<file path="src/sv/hqe_pkg.sv">
// Package for the histogram quartile estimator: payload structs, constants,
// controller/datapath command and status types. No dependencies.
`timescale 1ns / 1ps
package hqe_pkg;
  localparam int BinBits   = 10;
  localparam int NumBins   = 1 << BinBits;
  localparam int CountBits = 32;
  localparam int CumBits   = 34;

  localparam logic [0:0] OP_ADD   = 1'b0;
  localparam logic [0:0] OP_QUERY = 1'b1;

  typedef struct packed {
    logic [0:0] opcode;
    logic [9:0] sample_value;
  } in_item_t;

  typedef struct packed {
    logic signed [19:0] mean_fx;
    logic        [17:0] stddev_fx;
    logic        [31:0] sample_total;
    logic               empty_flag;
  } out_item_t;

  // commands from the controller
  typedef struct packed {
    logic clr_wr;      // write zero at clear address
    logic rd;          // read bin at addr
    logic inc_wr;      // write incremented read data at addr
    logic walk_start;  // clear walk accumulators
    logic walk_step;   // consume read data as bin addr_d
    logic div_start;   // start quantile divisions
    logic sd_start;    // start stddev reciprocal multiply
    logic [BinBits-1:0] addr;
  } cmd_t;

  typedef struct packed {
    logic div_busy;
    logic done75;      // top quartile found
    logic empty;
  } sts_t;
endpackage

</file>
<file path="src/sv/hqe_ctrl.sv">
// Controller FSM: clearing pass, sample read-modify-write, query walk and divide.
// Depends on hqe_pkg.
`timescale 1ns / 1ps
module hqe_ctrl import hqe_pkg::*; (
  input  logic      clk,
  input  logic      rst,
  input  logic      in_valid,
  output logic      in_ready,
  input  in_item_t  in_item,
  output logic      out_valid,
  input  logic      out_ready,
  output cmd_t      cmd,
  input  sts_t      sts
);
  localparam logic [2:0] S_CLR = 3'd0, S_IDLE = 3'd1, S_INC = 3'd2, S_WALK = 3'd3,
    S_DIV = 3'd4, S_SD = 3'd5, S_SDW = 3'd6, S_OUT = 3'd7;
  logic [2:0] state;
  logic [BinBits-1:0] addr;
  logic last, wait1;

  assign in_ready  = (state == S_IDLE);
  assign out_valid = (state == S_OUT);

  always_comb begin
    cmd = '0;
    cmd.addr = addr;
    case (state)
      S_CLR:  cmd.clr_wr = 1'b1;
      S_IDLE: begin
        cmd.addr = (in_item.opcode == OP_ADD) ? in_item.sample_value : '0;
        cmd.rd = in_valid;
        cmd.walk_start = 1'b1;
      end
      S_INC:  cmd.inc_wr = 1'b1;
      S_WALK: begin cmd.rd = 1'b1; cmd.walk_step = wait1; end
      S_DIV:  cmd.div_start = 1'b1;
      S_SD:   cmd.sd_start = !sts.div_busy;
      default: ;
    endcase
  end

  always_ff @(posedge clk) begin
    if (rst) begin
      state <= S_CLR; addr <= '0; last <= 1'b0; wait1 <= 1'b0;
    end else begin
      case (state)
        S_CLR: begin
          addr <= addr + 1'b1;
          if (addr == '1) state <= S_IDLE;
        end
        S_IDLE: if (in_valid) begin
          if (in_item.opcode == OP_ADD) begin
            state <= S_INC; addr <= cmd.addr;
          end else if (sts.empty) state <= S_OUT;
          else begin
            state <= S_WALK; addr <= 10'd1; wait1 <= 1'b1; last <= 1'b0;
          end
        end
        S_INC: state <= S_IDLE;
        S_WALK: begin
          // advance one bin a cycle until the top quartile is found or the last bin is read
          if (sts.done75 || last) state <= S_DIV;
          else begin
            if (addr == '1) last <= 1'b1;
            addr <= addr + 1'b1;
          end
        end
        S_DIV: state <= S_SD;
        S_SD: if (!sts.div_busy) state <= S_SDW;
        S_SDW: if (!sts.div_busy) state <= S_OUT;
        S_OUT: if (out_ready) state <= S_IDLE;
        default: state <= S_IDLE;
      endcase
    end
  end

`ifndef NO_ASSERTIONS
  a_ready_idle: assert property (@(posedge clk) disable iff (rst)
    in_ready |-> !out_valid) else $error("ready while result pending");
  a_out_hold: assert property (@(posedge clk) disable iff (rst)
    out_valid && !out_ready |=> out_valid) else $error("result dropped");
  a_clr_done: assert property (@(posedge clk) disable iff (rst)
    state == S_CLR && addr == '1 |=> state == S_IDLE) else $error("clear pass overrun");
`endif
endmodule

</file>
<file path="config.mk">
export PLATFORM = sky130hd
export DESIGN_NAME = hqe_ctrl
export DESIGN_NICKNAME = d
export VERILOG_FILES = /design/src/sv/hqe_pkg.sv /design/src/sv/hqe_ctrl.sv
export SDC_FILE = /design/constraint.sdc
export NUM_CORES = 1
export LEC_CHECK = 0
export ABC_AREA = 1
export BUFFER_PORTS_ARGS = -buffer_cell sky130_fd_sc_hd__buf_4
export CORE_MARGIN = 2
export CORE_UTILIZATION = 25
export DETAILED_ROUTE_END_ITERATION = 8
export GPL_TIMING_DRIVEN = 0
export MAX_ROUTING_LAYER = met4
export PLACE_DENSITY_LB_ADDON = 0.2
export SETUP_SLACK_MARGIN = 0.3
export SYNTH_ARGS = -nofsm -noshare
export SYNTH_HDL_FRONTEND = slang
export SYNTH_SLANG_ARGS = --single-unit
</file>
<file path="constraint.sdc">
create_clock -name clk -period 1.61 [get_ports clk]
set_input_delay 0.161 -clock clk [delete_from_list [all_inputs] [get_ports clk]]
set_output_delay 0.161 -clock clk [all_outputs]
set_load 0.005 [all_outputs]
</file>
# Word-level counts from Yosys, hierarchy flattened

Cells that the tools add are included.
W data, S select, Z words.

Register bits: 15
Logic and storage cells: 63
Output and inout bits: 19
Input bits: 18

Add/subtract/negate cells: 1
Reductions and logical operators: 9
Eq/ne operators: 19
Muxes and demuxes: 29
Bitwise operators: 1

Operators by type and width:

| cell                    | count |
|---|---|
| $mux W10                | 6 |
| $pmux W10 S3            | 1 |
| $mux W3                 | 8 |
| $pmux W3 S8             | 1 |
| $ne A2 B2 Y1 const B    | 8 |
| $eq A3 B3 Y1 const B    | 4 |
| $reduce_and A6 Y1       | 2 |
| $mux W1                 | 11 |
| $add A10 B1 Y10 const B | 1 |
| $eq A10 B10 Y1 const B  | 1 |
| $reduce_and A4 Y1       | 2 |
| $eq A3 B2 Y1 const B    | 2 |
| $ne A2 B1 Y1 const B    | 2 |
| $pmux W1 S2             | 2 |
| $eq A3 B1 Y1 const B    | 1 |
| $logic_not A3 Y1        | 1 |
| $ne A3 B3 Y1 const B    | 1 |
| $reduce_bool A3 Y1      | 1 |
| $reduce_bool A2 Y1      | 1 |
| $logic_not A1 Y1        | 1 |
| $logic_or A1 B1 Y1      | 1 |
| $not A1 Y1              | 1 |

# Longest topological paths before layout

Depth in word-level cells: 5
Mapped depth: 11
Depth with buffers taken out: 9

# Worst setup path after synthesis

Ideal clock, no wire load.

Path type: flip-flop to flip-flop
Start: reg addr[1]
End: reg state[0]
Required time: 1495 ps
Cell stages (with the launch flop): 9
Period minus slack after synthesis: 1317 ps
Path buffers: 0
Data arrival time: 1202 ps
Setup slack: 293 ps
Library setup time: 115 ps
Cells stage by stage: dfxtp_1 -> ha_1 -> nand2_2 -> nor2_2 -> nand3b_1 -> nand2_1 -> nand3_1 -> nand2_1 -> nor2_1

Word-level cells in the longest chain between the ends: 3

RTL lines:

| item                               | RTL line       | source |
|---|---|---|
| start, declared                    | hqe_ctrl.sv:18 | `logic [BinBits-1:0] addr;` |
| start signal, assigned             | hqe_ctrl.sv:48 | `addr <= addr + 1'b1;` |
| start signal, assigned             | hqe_ctrl.sv:65 | `addr <= addr + 1'b1;` |
| $eq A10 B10 Y1                     | hqe_ctrl.sv:49 | `if (addr == '1) state <= S_IDLE;` |
| $ne A2 B2 Y1 (no source line)      | n/a            |  |
| $reduce_and A6 Y1 (no source line) | n/a            |  |
| end signal, assigned               | hqe_ctrl.sv:49 |  |
| end signal, assigned               | hqe_ctrl.sv:53 | `state <= S_INC; addr <= cmd.addr;` |
| end signal, assigned               | hqe_ctrl.sv:54 | `end else if (sts.empty) state <= S_OUT;` |
| end, declared                      | hqe_ctrl.sv:17 | `logic [2:0] state;` |

No other way between the ends.
A chain may end at the register's enable or synchronous reset.

==> metrics <==
first-pass GRT wire length=7638 microns; Crit Path Max Fanout=10; Hold WS=0.09773 ns; Final Power=839.3 uW; Clock Latency Late Sink=0.26 ns; Slew HR=64.49%; Buffers on Ports=36; crit path max-delay cell type=dfxtp_2; R2R setup slack=0.09 ns; post-layout net count=321; CP Data Arrival Time=1.39 ns; CP Class=reg -> out; final setup fails=0; CP Cell Sequence=buf_6 -> inv_8 -> nand3_4 -> buf_8 -> a22oi_2 -> inv_1 -> buf_4; worst min-delay path startpoint=rst; io pins=37; post-synth top area share=21.86%; most frequent cells in the layout=nand2_1, buf_4, inv_1; die span in y=~80 microns; minimum clock period=~1.6 ns; Die W=78.13 microns; Critical Path Max Stage Delay=0.32 ns; clk buf depth=2; synth top area cells=dfxtp_1, nand2_1, nor2_1, inv_1, nand3_1; post-DP HPWL=2885 microns; Synth Flop Type=dfxtp_1; area leader, netlist=dfxtp_1; Leakage=~1.1 nW; Starting Density=26.39%; drt pass-1 iters=4; period utilization=between 90% and 100%; R2R Path End=addr[8]; GRT overflow=0; EDFF count, synth=0; routed len/inst=about 12 microns; Hold Fails Final Rpt=0; CP Data Required Time=1.45 ns; hold crit path type=in -> reg; WL final=roughly 4600 microns; setup ws final=0.05663 ns; DRC Markers=0; beginning of the worst register-to-register path=state[2]; final core occ=45.43%; routed vias=1679; dpl cells=342; outcome=finished clean; largest net degree at the start of global routing=11; Pins Over Slew Limit=0; peak supply drop=0.3578 mV; Post-synth ARST share=0%; CTS sink cnt=15; worst-margin pin slew=between 0.5 and 0.6 ns; clock root buffer=clkbuf_8; Post-Layout Inst Area=2365 sq um; via/cell ratio=4.526; GR Util All Layers=between 10% and 20%; Final Wtd Congestion=0.7767; Area Overhead vs Synth=72.13%; Layout Skew=0.008757 ns; Die Footprint=6104 sq um; CTS HTree Levels=1; Crit path buffers/inverters=5; Inserted Clock Buffers=3; antenna viol nets, final=0; crit path launch type=flop; CTS tree=yes; Seq/Total Area, Yosys=21.86%; Yosys warning count=0; final-layout fill cell count=559; area post-placement=between 1500 and 2000 sq um; Seq cells post-synth=15; Synth Cell Area=roughly 1400 sq um; Clk pin slew, worst setup/hold paths=0.07 ns; DRT iter0 DRCs=a little over 80; Mapped Avg Cell Area=5.821 sq um; n_diodes=0; most common cell after layout, fill and taps aside=nand2_1; Critical Path End Type=output pin; Core Region=5205 sq um; maxcap violations=0; Achievable Freq=643.8 MHz; CP delay by family, top=buffers and inverters; Setup TNS=0 ns; fraction of layout instances using a drive strength above 1=47.18%; Cells on Worst Hold Path=2; Synth Instances=~240; Non-Filler Instances=between 300 and 400; Cell Pwr Density=354.9 nW/um^2; R2R depth=12; Hold Path End=addr[2]; Cell variety after synth=30; initial antenna violation count=0; row cnt=26; DP Worst Slack=-0.02682 ns; syn nets=255; number of global-route vias before repair=1625; unrepaired setup endpoints after global routing=true
sequential cells by signal (all words and copies together), names as in the netlist:
name / flops
addr: 10
state: 3
last: 1
wait1: 1
kinds of logic (layout without fill, tap and decap cells):
group,after synthesis,in the layout,share of synthesized area (%)
buffers and inverters,43,108,15.21
adders and majority gates,1,1,0.9106
DFF,15,15,21.86
AOI/OAI and AO/OA,28,28,13.11
and+or+nand+nor,149,149,48.91
synthesized netlist by cell type (3+ instances only):
cell type  number
nand2_1        72
nor2_1         37
inv_1          30
nand3_1        18
dfxtp_1        15
a21oi_1         9
a22oi_1         8
nand2_2         6
nor2_2          5
a21oi_2         4
buf_6           4
nor2_4          3
o21ai_0         3
worst max path at each step:
stage / startpoint / end / slack [ns] / cells after the start
floorplan: addr[1] / state[0] / 0.32 / 8
global placement: state[2] / cmd[2] / -0.02 / 8
detailed placement: state[1] / cmd[2] / -0.03 / 8
CTS: state[1] / cmd[5] / 0.05 / 8
global route: state[2] / cmd[2] / -0.02 / 7
finish: state[2] / cmd[2] / 0.06 / 7
layout make-up:
cell class,instances,area [sq um],share of cell area [%]
sequential,15,312.8,13.23
multi-input combinational,178,1112,47.04
clock inverter,1,5.005,0.2116
timing repair buffer,61,559.3,23.65
clock buffer,3,41.29,1.746
buffer,9,101.3,4.286
tap,70,87.58,3.704
inverter,34,145.1,6.138
what timing repair did:
item                                    CTS  global route
endpoints found under the setup margin   27            34
hold buffers                              0             0
cloned                                    2             0
resized for setup                        47            52
pin swaps                                 9            21
buffers inserted                         19             4
worst reg2reg max path, stage by stage (launching register included):
cell	delay, ns
dfxtp_2	0.32
buf_6	0.12
inv_8	0.06
buf_4	0.12
buf_6	0.10
nand3_4	0.08
nor2_4	0.17
nor2_4	0.06
nand2_4	0.12
buf_8	0.14
nand2_1	0.05
nand2_1	0.05
nor2_1	0.04
metal layers:
| layer | GRT usage [%] | vias to the layer above | share of wire (%) |
|---|---|---|---|
| li1 | - | 867 | - |
| met1 | 20.43 | 778 | 46 |
| met2 | 25.95 | 30 | 49 |
| met3 | 3.103 | 4 | 3.4 |
| met4 | 3.333 | 0 | 0.91 |
| met5 | - | - | 0 |
power breakdown:
| part | switching (mW) | total (mW) | internal, mW |
|---|---|---|---|
| clock | 0.156 | 0.328 | 0.172 |
| combinational | 0.0605 | 0.125 | 0.0642 |
| sequential | 0.00865 | 0.386 | 0.377 |
| total | 0.225 | 0.839 | 0.614 |
Note: power is estimated with default switching activity, not from simulation.
